`src/rtl/core/ahdsr_pkg.sv`:
```
// ----------------------------------------------------------------------------
// ahdsr_pkg
// Shared codes, widths, curve constants and controller/datapath interface
// types for the AHDSR envelope generator.
// ----------------------------------------------------------------------------
package ahdsr_pkg;

	localparam int CMD_WIDTH        = 2;
	localparam int STAMP_WIDTH      = 32;
	localparam int STAMP_EXT_WIDTH  = 48;
	localparam int CFG_INDEX_WIDTH  = 3;
	localparam int CFG_DATA_WIDTH   = 24;
	localparam int SAMPLES_WIDTH    = 24;
	localparam int LEVEL_WIDTH      = 16;
	localparam int OUT_TDATA_WIDTH  = 24;

	localparam logic [LEVEL_WIDTH-1:0] FULL_SCALE = 16'd32768;
	localparam logic [31:0]            ROUND_HALF = 32'd16384;

	// Curve table build constants, Q28
	localparam logic [63:0] ONE_Q28     = 64'd268435456;
	localparam logic [63:0] CURVE_BASE  = 64'd5637144576;
	localparam logic [63:0] CURVE_DEN   = 64'd5368709120;
	localparam logic [63:0] CURVE_BIAS  = 64'd2684354560;

	typedef enum logic [CMD_WIDTH-1:0] {
		CMD_SAMPLE  = 2'd0,
		CMD_NOTE_ON = 2'd1,
		CMD_RELEASE = 2'd2
	} cmd_code_t;

	typedef enum logic [CFG_INDEX_WIDTH-1:0] {
		REG_ATTACK  = 3'd0,
		REG_HOLD    = 3'd1,
		REG_DECAY   = 3'd2,
		REG_SUSTAIN = 3'd3,
		REG_RELEASE = 3'd4
	} reg_index_t;

	typedef enum logic [2:0] {
		MODE_ZERO    = 3'd0,
		MODE_ENDED   = 3'd1,
		MODE_FADE    = 3'd2,
		MODE_ATTACK  = 3'd3,
		MODE_FULL    = 3'd4,
		MODE_DECAY   = 3'd5,
		MODE_SUSTAIN = 3'd6
	} mode_t;

	typedef struct packed {
		logic accept;
		logic cmp1;
		logic cmp2;
		logic div_step;
		logic mul;
		logic load_out;
	} ahdsr_cmd_t;

	typedef struct packed {
		logic need_curve;
		logic need_mul;
	} ahdsr_stat_t;

endpackage

```
`src/rtl/core/ahdsr_curve_rom.sv`:
```
// ----------------------------------------------------------------------------
// ahdsr_curve_rom
// Exponential curve table (21^x - 1) / 20 in Q1.15, built at elaboration,
// read with a registered output.
// ----------------------------------------------------------------------------
module ahdsr_curve_rom #(
	parameter int CURVE_INDEX_BITS = 10
) (
	input  logic                                 clk,
	input  logic [CURVE_INDEX_BITS-1:0]          addr,
	output logic [ahdsr_pkg::LEVEL_WIDTH-1:0]    data
);
	import ahdsr_pkg::*;

	localparam int N = 1 << CURVE_INDEX_BITS;

	function automatic logic [63:0] isqrt64(input logic [63:0] v);
		logic [63:0] x;
		logic [63:0] res;
		logic [63:0] bv;
		x   = v;
		res = 64'd0;
		bv  = 64'h4000_0000_0000_0000;
		for (int k = 0; k < 32; k++) begin
			if (bv > x) begin
				bv = bv >> 2;
			end
		end
		for (int k = 0; k < 32; k++) begin
			if (bv != 64'd0) begin
				if (x >= res + bv) begin
					x   = x - (res + bv);
					res = (res >> 1) + bv;
				end else begin
					res = res >> 1;
				end
				bv = bv >> 2;
			end
		end
		return res;
	endfunction

	function automatic logic [N*LEVEL_WIDTH-1:0] build_curve();
		logic [63:0]              g;
		logic [63:0]              p;
		logic [63:0]              e;
		logic [N*LEVEL_WIDTH-1:0] rom;
		g   = CURVE_BASE;
		rom = '0;
		for (int i = 0; i < CURVE_INDEX_BITS; i++) begin
			g = isqrt64(g << 28);
		end
		p = ONE_Q28;
		for (int i = 0; i < N; i++) begin
			e = ((p - ONE_Q28) * 64'd32768 + CURVE_BIAS) / CURVE_DEN;
			rom[i*LEVEL_WIDTH +: LEVEL_WIDTH] = (e > 64'd32768) ? FULL_SCALE : e[15:0];
			p = (p * g + (ONE_Q28 >> 1)) >> 28;
		end
		return rom;
	endfunction

	localparam logic [N*LEVEL_WIDTH-1:0] CURVE = build_curve();

	logic [LEVEL_WIDTH-1:0] rd_q;

	always_ff @(posedge clk) begin
		rd_q <= CURVE[{addr, 4'b0000} +: LEVEL_WIDTH];
	end

	assign data = rd_q;

endmodule

```
`src/rtl/core/ahdsr_ctrl.sv`:
```
// ----------------------------------------------------------------------------
// ahdsr_ctrl
// Sequencer: accepts a request, steps the datapath through compare and, where
// the phase needs them, divide, table read and multiply, and hands the result to the output register.
// ----------------------------------------------------------------------------
module ahdsr_ctrl #(
	parameter int CURVE_INDEX_BITS = 10
) (
	input  logic                    clk,
	input  logic                    arst_n,
	input  logic                    s_tvalid,
	output logic                    s_tready,
	output logic                    m_tvalid,
	input  logic                    m_tready,
	input  ahdsr_pkg::ahdsr_stat_t  stat,
	output ahdsr_pkg::ahdsr_cmd_t   cmd
);
	import ahdsr_pkg::*;

	localparam int CW = $clog2(CURVE_INDEX_BITS);

	typedef enum logic [6:0] {
		ST_IDLE = 7'b0000001,
		ST_CMP1 = 7'b0000010,
		ST_CMP2 = 7'b0000100,
		ST_DIV  = 7'b0001000,
		ST_ROM  = 7'b0010000,
		ST_MUL  = 7'b0100000,
		ST_WB   = 7'b1000000
	} state_t;

	state_t        state_q;
	state_t        state_nxt;
	logic [CW-1:0] cnt_q;
	logic          m_tvalid_q;

	always_comb begin
		state_nxt = state_q;
		cmd       = '0;
		unique case (state_q)
			ST_IDLE: begin
				if (s_tvalid) begin
					cmd.accept = 1'b1;
					state_nxt  = ST_CMP1;
				end
			end
			ST_CMP1: begin
				cmd.cmp1  = 1'b1;
				state_nxt = ST_CMP2;
			end
			ST_CMP2: begin
				cmd.cmp2  = 1'b1;
				state_nxt = stat.need_curve ? ST_DIV : ST_WB;
			end
			ST_DIV: begin
				cmd.div_step = 1'b1;
				if (cnt_q == CW'(CURVE_INDEX_BITS - 1)) begin
					state_nxt = ST_ROM;
				end
			end
			ST_ROM: begin
				state_nxt = stat.need_mul ? ST_MUL : ST_WB;
			end
			ST_MUL: begin
				cmd.mul   = 1'b1;
				state_nxt = ST_WB;
			end
			ST_WB: begin
				// hold until the output register is free
				if (!m_tvalid_q || m_tready) begin
					cmd.load_out = 1'b1;
					state_nxt    = ST_IDLE;
				end
			end
			default: begin
				state_nxt = ST_IDLE;
			end
		endcase
	end

	always_ff @(posedge clk or negedge arst_n) begin
		if (!arst_n) begin
			state_q    <= ST_IDLE;
			cnt_q      <= '0;
			m_tvalid_q <= 1'b0;
		end else begin
			state_q <= state_nxt;
			if (state_q == ST_DIV) begin
				cnt_q <= cnt_q + CW'(1);
			end else begin
				cnt_q <= '0;
			end
			if (cmd.load_out) begin
				m_tvalid_q <= 1'b1;
			end else if (m_tready) begin
				m_tvalid_q <= 1'b0;
			end
		end
	end

	assign s_tready = (state_q == ST_IDLE);
	assign m_tvalid = m_tvalid_q;

endmodule

```
`src/rtl/core/ahdsr_dp.sv`:
```
// ----------------------------------------------------------------------------
// ahdsr_dp
// Envelope datapath: configuration and note state, phase compares,
// bit-serial ratio divider, level multiply and output register.
// ----------------------------------------------------------------------------
module ahdsr_dp #(
	parameter int TIME_WIDTH       = 32,
	parameter int CURVE_INDEX_BITS = 10
) (
	input  logic                                   clk,
	input  logic                                   arst_n,
	input  ahdsr_pkg::ahdsr_cmd_t                  cmd,
	output ahdsr_pkg::ahdsr_stat_t                 stat,
	input  logic                                   cfg_we,
	input  logic [ahdsr_pkg::CFG_INDEX_WIDTH-1:0]  cfg_index,
	input  logic [ahdsr_pkg::CFG_DATA_WIDTH-1:0]   cfg_data,
	input  logic [ahdsr_pkg::CMD_WIDTH-1:0]        in_code,
	input  logic [ahdsr_pkg::STAMP_WIDTH-1:0]      stamp,
	output logic [CURVE_INDEX_BITS-1:0]            rom_addr,
	input  logic [ahdsr_pkg::LEVEL_WIDTH-1:0]      rom_data,
	output logic [ahdsr_pkg::LEVEL_WIDTH-1:0]      level,
	output logic                                   completed
);
	import ahdsr_pkg::*;

	localparam int TW  = TIME_WIDTH;
	localparam int CIB = CURVE_INDEX_BITS;
	localparam int EW  = ((TW > 26) ? TW : 26) + 1;
	localparam int SW  = SAMPLES_WIDTH;

	// configuration
	logic [SW-1:0]          att_q;
	logic [SW-1:0]          hold_q;
	logic [SW-1:0]          dec_q;
	logic [LEVEL_WIDTH-1:0] sus_q;
	logic [SW-1:0]          rel_q;

	// note state
	logic [TW-1:0]          start_q;
	logic [TW-1:0]          rel_time_q;
	logic                   released_q;
	logic [LEVEL_WIDTH-1:0] last_q;

	logic [TW-1:0]          t_in;
	logic [TW-1:0]          t_q;

	// compare stages
	logic [EW-1:0]          end_s1;
	logic [TW-1:0]          step_s1;
	logic [SW:0]            ah_s1;
	logic [SW+1:0]          ahd_s1;
	logic                   before_s1;
	logic                   relact_s1;

	logic [EW-1:0]          t_ext;
	logic [EW-1:0]          step_ext;
	logic [EW-1:0]          fade_diff;
	logic [EW-1:0]          dec_diff;
	logic                   ended;
	logic                   past_end;
	logic                   in_att;
	logic                   in_hold;
	logic                   in_dec;
	mode_t                  mode_c;
	logic [SW-1:0]          num_c;
	logic [SW-1:0]          den_c;

	mode_t                  mode_q;
	logic                   comp_q;

	// divider
	logic [SW-1:0]          rem_q;
	logic [SW-1:0]          den_q;
	logic [CIB-1:0]         quo_q;
	logic [SW:0]            rem_sh;
	logic                   div_ge;

	// multiply and write-back
	logic [LEVEL_WIDTH-1:0] sus_sat;
	logic [LEVEL_WIDTH-1:0] mul_a;
	logic [31:0]            prod_s;
	logic [LEVEL_WIDTH:0]   rnd_c;
	logic [LEVEL_WIDTH:0]   lvl_c;
	logic [LEVEL_WIDTH-1:0] lvl_sat;

	logic [LEVEL_WIDTH-1:0] level_q;
	logic                   completed_q;

	assign t_in    = TW'({{(STAMP_EXT_WIDTH - STAMP_WIDTH){1'b0}}, stamp});
	assign sus_sat = (sus_q > FULL_SCALE) ? FULL_SCALE : sus_q;

	always_ff @(posedge clk or negedge arst_n) begin
		if (!arst_n) begin
			att_q      <= '0;
			hold_q     <= '0;
			dec_q      <= '0;
			sus_q      <= FULL_SCALE;
			rel_q      <= '0;
			start_q    <= '0;
			rel_time_q <= '0;
			released_q <= 1'b0;
			last_q     <= '0;
		end else begin
			if (cfg_we) begin
				unique case (cfg_index)
					REG_ATTACK:  att_q  <= cfg_data;
					REG_HOLD:    hold_q <= cfg_data;
					REG_DECAY:   dec_q  <= cfg_data;
					REG_SUSTAIN: sus_q  <= cfg_data[LEVEL_WIDTH-1:0];
					REG_RELEASE: rel_q  <= cfg_data;
					default: begin
					end
				endcase
			end
			if (cmd.accept) begin
				case (in_code)
					CMD_NOTE_ON: begin
						start_q    <= t_in;
						released_q <= 1'b0;
					end
					CMD_RELEASE: begin
						rel_time_q <= t_in;
						released_q <= 1'b1;
					end
					default: begin
					end
				endcase
			end
			if (cmd.load_out) begin
				case (mode_q)
					MODE_ZERO: last_q <= '0;
					MODE_ENDED, MODE_FADE: last_q <= last_q;
					default: last_q <= lvl_sat;
				endcase
			end
		end
	end

	always_ff @(posedge clk) begin
		if (cmd.accept) begin
			t_q <= t_in;
		end
		if (cmd.cmp1) begin
			end_s1    <= EW'(rel_time_q) + EW'(rel_q);
			step_s1   <= t_q - start_q;
			ah_s1     <= (SW+1)'(att_q) + (SW+1)'(hold_q);
			ahd_s1    <= (SW+2)'(att_q) + (SW+2)'(hold_q) + (SW+2)'(dec_q);
			before_s1 <= (t_q <= start_q);
			relact_s1 <= released_q && (t_q > rel_time_q);
		end
	end

	assign t_ext     = EW'(t_q);
	assign step_ext  = EW'(step_s1);
	assign ended     = (t_ext >= end_s1);
	assign past_end  = (t_ext > end_s1);
	assign in_att    = (step_ext < EW'(att_q));
	assign in_hold   = (step_ext <= EW'(ah_s1));
	assign in_dec    = (step_ext <= EW'(ahd_s1));
	assign fade_diff = end_s1 - t_ext;
	assign dec_diff  = EW'(ahd_s1) - step_ext;

	// phase select; numerator stays below denominator on every curve phase
	always_comb begin
		mode_c = MODE_SUSTAIN;
		num_c  = '0;
		den_c  = '0;
		if (before_s1) begin
			mode_c = MODE_ZERO;
		end else if (relact_s1) begin
			if (ended) begin
				mode_c = MODE_ENDED;
			end else begin
				mode_c = MODE_FADE;
				num_c  = fade_diff[SW-1:0];
				den_c  = rel_q;
			end
		end else if (in_att) begin
			mode_c = MODE_ATTACK;
			num_c  = step_ext[SW-1:0];
			den_c  = att_q;
		end else if (in_hold) begin
			mode_c = MODE_FULL;
		end else if (in_dec) begin
			mode_c = MODE_DECAY;
			num_c  = dec_diff[SW-1:0];
			den_c  = dec_q;
		end
	end

	assign stat.need_curve = (mode_c == MODE_FADE) || (mode_c == MODE_ATTACK) ||
	                         (mode_c == MODE_DECAY);
	assign stat.need_mul   = (mode_q == MODE_FADE) || (mode_q == MODE_DECAY);

	// restoring divide, one quotient bit per step
	assign rem_sh = {rem_q, 1'b0};
	assign div_ge = (rem_sh >= {1'b0, den_q});

	always_ff @(posedge clk) begin
		if (cmd.cmp2) begin
			mode_q <= mode_c;
			comp_q <= released_q && past_end;
			rem_q  <= num_c;
			den_q  <= den_c;
			quo_q  <= '0;
		end else if (cmd.div_step) begin
			rem_q <= div_ge ? SW'(rem_sh - {1'b0, den_q}) : rem_sh[SW-1:0];
			quo_q <= {quo_q[CIB-2:0], div_ge};
		end
	end

	assign rom_addr = quo_q;

	assign mul_a = (mode_q == MODE_FADE) ? last_q : (FULL_SCALE - sus_sat);

	always_ff @(posedge clk) begin
		if (cmd.mul) begin
			prod_s <= 32'(mul_a) * 32'(rom_data);
		end
	end

	assign rnd_c = (LEVEL_WIDTH+1)'((prod_s + ROUND_HALF) >> 15);

	always_comb begin
		case (mode_q)
			MODE_ZERO, MODE_ENDED: lvl_c = '0;
			MODE_FADE:             lvl_c = rnd_c;
			MODE_ATTACK:           lvl_c = (LEVEL_WIDTH+1)'(rom_data);
			MODE_FULL:             lvl_c = (LEVEL_WIDTH+1)'(FULL_SCALE);
			MODE_DECAY:            lvl_c = (LEVEL_WIDTH+1)'(sus_sat) + rnd_c;
			default:               lvl_c = (LEVEL_WIDTH+1)'(sus_sat);
		endcase
	end

	assign lvl_sat = (lvl_c > (LEVEL_WIDTH+1)'(FULL_SCALE)) ? FULL_SCALE
	                                                       : lvl_c[LEVEL_WIDTH-1:0];

	always_ff @(posedge clk) begin
		if (cmd.load_out) begin
			level_q     <= lvl_sat;
			completed_q <= comp_q;
		end
	end

	assign level     = level_q;
	assign completed = completed_q;

endmodule

```
`src/rtl/core/ahdsr_envelope_generator.sv`:
```
// ----------------------------------------------------------------------------
// ahdsr_envelope_generator
// Attack-hold-decay-sustain-release envelope with exponential segments.
// ----------------------------------------------------------------------------
// Each request carries a command in s_tuser (sample, note on, release) and a
// sample timestamp in s_tdata, and yields one Q1.15 level with a completed
// flag. Flat phases (before note on, hold, sustain, release ended) go from the
// two compare states straight to write-back; curve phases run a bit-serial
// divider for the phase ratio, one quotient bit per cycle, then a table read,
// and decay and release fade add one multiply before write-back, which waits
// until the output register is free. s_tready returns the cycle after the
// result is loaded, and a new request is taken while the previous result
// still waits in the output register.
module ahdsr_envelope_generator #(
	parameter int TIME_WIDTH       = 32,
	parameter int CURVE_INDEX_BITS = 10
) (
	input  logic                                   clk,
	input  logic                                   arst_n,
	input  logic                                   s_tvalid,
	output logic                                   s_tready,
	input  logic [ahdsr_pkg::STAMP_WIDTH-1:0]      s_tdata,   // [31:0] timestamp
	input  logic [ahdsr_pkg::CMD_WIDTH-1:0]        s_tuser,   // [1:0] cmd
	output logic                                   m_tvalid,
	input  logic                                   m_tready,
	output logic [ahdsr_pkg::OUT_TDATA_WIDTH-1:0]  m_tdata,   // [15:0] level, [16] completed
	input  logic                                   cfg_we,
	input  logic [ahdsr_pkg::CFG_INDEX_WIDTH-1:0]  cfg_index,
	input  logic [ahdsr_pkg::CFG_DATA_WIDTH-1:0]   cfg_data
);
	import ahdsr_pkg::*;

	ahdsr_cmd_t                  cmd;
	ahdsr_stat_t                 stat;
	logic [CURVE_INDEX_BITS-1:0] rom_addr;
	logic [LEVEL_WIDTH-1:0]      rom_data;
	logic [LEVEL_WIDTH-1:0]      level;
	logic                        completed;

	ahdsr_ctrl #(
		.CURVE_INDEX_BITS (CURVE_INDEX_BITS)
	) u_ctrl (
		.clk      (clk),
		.arst_n   (arst_n),
		.s_tvalid (s_tvalid),
		.s_tready (s_tready),
		.m_tvalid (m_tvalid),
		.m_tready (m_tready),
		.stat     (stat),
		.cmd      (cmd)
	);

	ahdsr_dp #(
		.TIME_WIDTH       (TIME_WIDTH),
		.CURVE_INDEX_BITS (CURVE_INDEX_BITS)
	) u_dp (
		.clk       (clk),
		.arst_n    (arst_n),
		.cmd       (cmd),
		.stat      (stat),
		.cfg_we    (cfg_we),
		.cfg_index (cfg_index),
		.cfg_data  (cfg_data),
		.in_code   (s_tuser),
		.stamp     (s_tdata),
		.rom_addr  (rom_addr),
		.rom_data  (rom_data),
		.level     (level),
		.completed (completed)
	);

	ahdsr_curve_rom #(
		.CURVE_INDEX_BITS (CURVE_INDEX_BITS)
	) u_rom (
		.clk  (clk),
		.addr (rom_addr),
		.data (rom_data)
	);

	assign m_tdata = {{(OUT_TDATA_WIDTH - LEVEL_WIDTH - 1){1'b0}}, completed, level};

endmodule

```
`config.mk`:
```
export PLATFORM = sky130hd
export DESIGN_NAME = ahdsr_envelope_generator
export DESIGN_NICKNAME = d
export VERILOG_FILES = /design/src/rtl/core/ahdsr_pkg.sv /design/src/rtl/core/ahdsr_curve_rom.sv /design/src/rtl/core/ahdsr_ctrl.sv /design/src/rtl/core/ahdsr_dp.sv /design/src/rtl/core/ahdsr_envelope_generator.sv
export SDC_FILE = /design/constraint.sdc
export NUM_CORES = 2
export LEC_CHECK = 0
export BUFFER_PORTS_ARGS = -buffer_cell sky130_fd_sc_hd__buf_2
export CAP_MARGIN = 20
export CORE_AREA = 2 2 304 306
export CTS_CLUSTER_DIAMETER = 80
export CTS_CLUSTER_SIZE = 8
export DETAILED_ROUTE_END_ITERATION = 8
export DIE_AREA = 0 0 306 308
export MAX_ROUTING_LAYER = met4
export PLACE_DENSITY = 0.78
export SLEW_MARGIN = 30
export SYNTH_ARGS = -nofsm -noshare
export SYNTH_HDL_FRONTEND = slang
export SYNTH_SLANG_ARGS = --single-unit
```
`constraint.sdc`:
```
create_clock -name clk -period 11.3 [get_ports clk]
set_input_delay 1.695 -clock clk [delete_from_list [all_inputs] [get_ports clk]]
set_output_delay 1.695 -clock clk [all_outputs]
set_load 0.01 [all_outputs]
```
* Word level (Yosys, flattened, before mapping)
Index checks and enable logic that the tools add are counted.
Cells by class: shift-type cells 1, bitwise gates (word level) 1, reductions and logical operators 24, magnitude comparators 10, $mul 1, equal/unequal tests 25, muxes and demuxes 43, add/subtract/negate cells 12
Operators by type and width (count):
- indexed part select 16384 x 15 -> 16 bit (first input constant) | 1
- 2-to-1 mux 24 bit | 14
- one-hot mux 17 bit (5 select lines) | 1
- subtractor 24 bit | 3
- adder 24 x 24 -> 25 bit | 2
- one-hot mux 7 bit (7 select lines) | 1
- 2-to-1 mux 16 bit | 3
- 2-to-1 mux 7 bit | 5
- adder 32 x 24 -> 33 bit | 1
- greater-or-equal comparator 32 x 33 -> 1 bit | 1
- > comparator 32 x 33 -> 1 bit | 1
- adder 32 x 15 -> 32 bit (second input constant) | 1
- > comparator 32 bit | 1
- <= comparator 32 x 25 -> 1 bit | 1
- <= comparator 32 x 26 -> 1 bit | 1
- <= comparator 32 bit | 1
- < comparator 32 x 24 -> 1 bit | 1
- multiplier 16 x 16 -> 32 bit | 1
- one-hot mux 16 bit (2 select lines) | 1
- subtractor 32 bit | 1
- adder 26 x 24 -> 26 bit | 1
- greater-or-equal comparator 25 x 24 -> 1 bit | 1
- equality test 3 x 2 -> 1 bit (second input constant) | 6
- AND reduction 2 bit | 9
- other kinds (32) | 58
Word-level totals: word-level logic and storage cells 145, register bits after elaboration 482, output and inout bits 26

* Depth between registers and ports, before layout
depth after elaboration 11, depth in mapped cells 36

* Hierarchy
Synthesis repeated with hierarchy kept, for this count alone.
Unflattened totals: cell total of the unflattened synthesis 5844, area total of the unflattened synthesis 50611.0 sq um
By module, submodules not included:
- ahdsr_dp | sequential area each 12147.9 sq um, cells an instance 3992, times used 1, area an instance 38849.8 sq um
- ahdsr_curve_rom | sequential area each 300.3 sq um, cells an instance 1777, times used 1, area an instance 11055.6 sq um
- ahdsr_ctrl | sequential area each 301.5 sq um, cells an instance 66, times used 1, area an instance 641.9 sq um
- ahdsr_envelope_generator | sequential area each 0.0 sq um, cells an instance 9, times used 1, area an instance 63.8 sq um

* Worst setup path before layout
No wires, ideal clock.
kind reg2reg, start register u_dp.sus_q[15], end register u_dp.prod_s[31], data pin, arrival time 8.127 ns, path buffers 4, setup time 0.260 ns, cell stages (with the launch flop) 33, path slack 2.914 ns, path through dfstp_2 clkbuf_1 clkbuf_1 nor2b_1 inv_1 ha_1 clkbuf_1 o21ai_0 inv_1 nand4_1 o21ai_0 a21oi_1 a21oi_1 clkbuf_1 nand2_1 fa_1 fa_1 fa_1 inv_1 fa_1 fa_1 fa_1 ha_1 a21o_1 a21o_1 a21o_1 a2111oi_0 a21oi_1 a21oi_1 o21bai_1 a31o_2 a21oi_1 xnor2_1
On the way: word-level cells in the longest chain between the ends 5
Ends and longest elaborated chain:
- start: declaration | RTL line ahdsr_dp.sv:35 | logic [LEVEL_WIDTH-1:0] sus_q;
- start signal: assignment | RTL line ahdsr_dp.sv:109 | REG_SUSTAIN: sus_q <= cfg_data[LEVEL_WIDTH-1:0];
- > comparator 16 bit | RTL line ahdsr_dp.sv:90 | assign sus_sat = (sus_q > FULL_SCALE) ? FULL_SCALE : sus_q;
- 2-to-1 mux 16 bit (*) | RTL line ahdsr_dp.sv:90
- subtractor 16 bit (*) | RTL line ahdsr_dp.sv:214 | assign mul_a = (mode_q == MODE_FADE) ? last_q : (FULL_SCALE - sus_sat);
- 2-to-1 mux 16 bit (*) | RTL line ahdsr_dp.sv:214
- multiplier 16 x 16 -> 32 bit (*) | RTL line ahdsr_dp.sv:218 | prod_s <= 32'(mul_a) * 32'(rom_data);
- end signal: assignment | RTL line ahdsr_dp.sv:218
- end: declaration | RTL line ahdsr_dp.sv:81 | logic [31:0] prod_s;
Mark *: on every way between the ends. The rest lies on a longest branch, timed or not. A chain may end at the register's enable or synchronous reset.

* Final worst setup path
start register u_dp.sus_q[2], end register u_dp.prod_s[28], data pin
The elaborated chain is that of the path after synthesis.

==> flow_metrics.py <==
metrics = {
    "run_status": {
        "status": "finished, violations left",
        "violations": "design-rule violations",
    },
    "routing": {
        "drc_errors": 46,
        "drt_iter0_drc": 7528,
        "via_count": 48000,
        "via_per_inst": 6.92,
        "ant_nets": 0,
        "avgRoutedWirePerCell_um": 29.5,
        "first_pass_iters": 9,
        "wl_um": 204000,
    },
    "synthesis": {
        "synth_top_family_by_area": "compound AO/OA/AOI/OAI gates",
        "synth_fa_ha_area_share_pct": 19.9,
        "ys.flop_type": "edfxtp_1",
        "synth_warnings": 0,
        "ys_ff_latch": 467,
        "async_flop_share_pct": 43.9,
        "synth_compound_area_share_pct": 22.7,
        "synthSimpleGateAreaFrac_pct": 15.6,
        "syn_area_mm2": 0.0487,
        "synth_mux_area_share_pct": 4.90,
        "post_synth_xor_area_fraction_pct": 3.85,
        "ys_types": 92,
        "synth_seq_area_share_pct": 26.2,
        "postSynthAreaPerCell_um2": 8.46,
        "syn_inst": 5757,
        "synth_edf_count": 237,
    },
    "global_route": {
        "grtUsageMet2_pct": 61.5,
        "overflow": 0,
        "met3_usage_pct": 11.4,
        "grtUsageTotal_pct": 43.8,
        "antenna_found_initial": 15,
        "grt_util_met1_pct": 57.6,
        "grt_pass1_wl_um": 300000,
        "grt_pass1_vias": 46000,
        "grt_max_degree": 145,
        "busiest_layer": "met2",
    },
    "setup_path": {
        "cp.required_ns": 11.67,
        "critPathKind": "flip-flop to flip-flop",
        "start_kind": "flip-flop",
        "critical_path.most_common_cell": "fa_1",
        "worstPathMaxFanout": 15,
        "crit_arrival_ns": 9.29,
        "critPathCaptureType": "flip-flop",
        "critPathSlowestCell": "o31ai_1",
        "slowest_delay_ns": 0.73,
    },
    "sta": {
        "tns_ns": 0,
        "slew_violations": 0,
        "clock.fmax_mhz": 112,
        "finClkSkew_ns": 0.0509,
        "tightest_slew_ns": 1.14,
        "setup_ws_ns": 2.38,
        "finalHoldViolCount": 0,
        "rsz0062_at_grt": "no",
        "fin_crit_sh_pct": 78.9,
        "min_period_ns": 8.92,
        "slew_headroom_pct": 23.9,
        "setup_viol": 0,
    },
    "place": {
        "place.port_buffers": 84,
        "pre_cts_slack_ns": 2.47,
        "gp_congestion": 1.09,
        "post_dp_cell_area_mm2": 0.0503,
        "dp_hpwl_um": 149000,
    },
    "finish": {
        "final_core_utilization_pct": 57.5,
        "drive_above_1_share_pct": 9.00,
        "fin_area_mm2": 0.0523,
        "layout_common_cells": "nand2_1, inv_1, ha_1, a21oi_1, o21ai_0",
        "layout_commonest_cell": "nand2_1",
        "syn2layout_area_growth_pct": 7.37,
        "nets": 6403,
    },
    "clock_network": {
        "hold_buffers": 0,
        "cts-htree-levels": 3,
        "clk_pin_slew_ns": 0.06,
        "cts_tree": "built",
        "clock_latency_ns": 0.63,
        "cts_resized": 0,
        "cts_max_path_buffers": 3,
        "numCtsBuffers": 68,
        "post-cts-setup-buffers": 0,
        "root_buffer": "clkbuf_16",
        "cts.sinks": 467,
    },
    "die": {
        "die_h_um": 308,
        "die_w_um": 306,
        "die_area_mm2": 0.0942,
        "initial_core_util_pct": 53.6,
        "core_area_mm2": 0.0910,
        "rows": 111,
        "io_pins": 92,
    },
    "job": {
        "max_cap_viol_count": 0,
    },
    "hold_path": {
        "holdCritPathClass": "flip-flop to flip-flop",
    },
}
==> worst max-delay path, delay by kind of cell (launching register included) <==
family / cells / cell delay [ns]
adders and majority gates: 7 / 3.48
AOI/OAI and AO/OA: 12 / 3.06
and+or+nand+nor: 3 / 1.09
buffers and inverters: 5 / 0.46
DFF: 1 / 0.43
xor gates and xnor gates: 1 / 0.15
==> layer usage <==
| layer | vias to the layer above | wire, um |
|---|---|---|
| met5 | - | 0 |
| met3 | 913 | 26100 |
| met1 | 23100 | 80800 |
| met2 | 3450 | 83600 |
| met4 | 0 | 13800 |
| li1 | 20500 | - |
==> metrics by stage <==
step | instances | hold slack (ns)
final | 6931 | 0.430
after global routing | 6922 | 0.439
after CTS | 6908 | 0.422
after detailed placement | 6792 | 0.409
after global placement | 6792 | 0.408
after floorplan | 5763 | 0.400
==> layout make-up <==
class	count	area, um2
Multi-Input combinational cell	4414	32700
Timing Repair Buffer	195	1300
Antenna cell	23	57.6
Sequential cell	467	12800
Clock buffer	110	1860
Tap cell	1186	1480
Inverter	530	1990
Fill cell	8130	38700
Clock inverter	6	114
==> Yosys cell counts, types with 64 or more instances <==
master	count	area, um2
nand3_1	108	541
a21o_1	125	938
and2_1	141	882
inv_1	524	1970
nand2b_1	71	444
o21ai_0	409	2050
nor2_1	399	1500
o211ai_1	78	586
xor2_1	74	648
dfrtp_1	203	5080
a211oi_1	78	586
a21oi_1	444	2220
nor2b_1	85	532
xnor2_1	140	1230
clkbuf_1	286	1070
a31oi_1	64	400
nor3_1	100	500
mux2_2	159	1790
ha_1	473	5920
nand2_1	553	2080
fa_1	188	3760
edfxtp_1	237	7120
==> registers in the layout, summed over array words and instances (netlist names), 3 cells and up <==
register	flops
u_dp.end_s1	33
u_dp.rom_addr	10
u_dp.prod_s	18
u_dp.level	16
u_dp.hold_q	24
u_rom.data	15
u_dp.rel_time_q	32
u_ctrl.state_q	7
u_ctrl.cnt_q	4
u_dp.start_q	32
u_dp.dec_q	24
u_dp.ah_s1	25
u_dp.rem_q	24
u_dp.sus_q	16
u_dp.ahd_s1	26
u_dp.rel_q	24
u_dp.step_s1	32
u_dp.last_q	16
u_dp.den_q	24
u_dp.att_q	24
u_dp.mode_q	3
u_dp.t_q	32
==> logic make-up (layout without fill, tap and decap cells) <==
| logic type | count (synthesis) | count (layout) |
|---|---|---|
| AO/OA/AOI/OAI | 1712 | 1712 |
| XOR/XNOR | 214 | 214 |
| adder cells (fa/ha/maj) | 662 | 662 |
| buffers and inverters | 882 | 841 |
| flip-flops | 467 | 467 |
| multiplexers | 200 | 200 |
| other | 1 | 30 |
| AND/OR/NAND/NOR | 1619 | 1619 |
==> path summary, 6_finish.rpt <==
path / startpoint / endpoint / slack [ns] / cells past startpoint
worst min-delay path: u_dp.comp_q$_DFFE_PP_ / u_dp.completed$_DFFE_PP_ / 0.43 / 0
worst max-delay path: u_dp.sus_q[2]$_DFFE_PN0P_ / u_dp.prod_s[28]$_DFFE_PN_ / 2.38 / 28
worst min register to register: u_dp.comp_q$_DFFE_PP_ / u_dp.completed$_DFFE_PP_ / 0.43 / 0
max in group asynchronous: arst_n / u_dp.hold_q[1]$_DFFE_PN0P_ / 9.08 / 2
min in group asynchronous: arst_n / u_dp.dec_q[19]$_DFFE_PN0P_ / 1.04 / 1
worst max register to register: u_dp.sus_q[2]$_DFFE_PN0P_ / u_dp.prod_s[28]$_DFFE_PN_ / 2.38 / 28
Power is left out: the tool's default activity adds up to more than one toggle a clock period on the data nets, which glitch-free logic cannot reach.
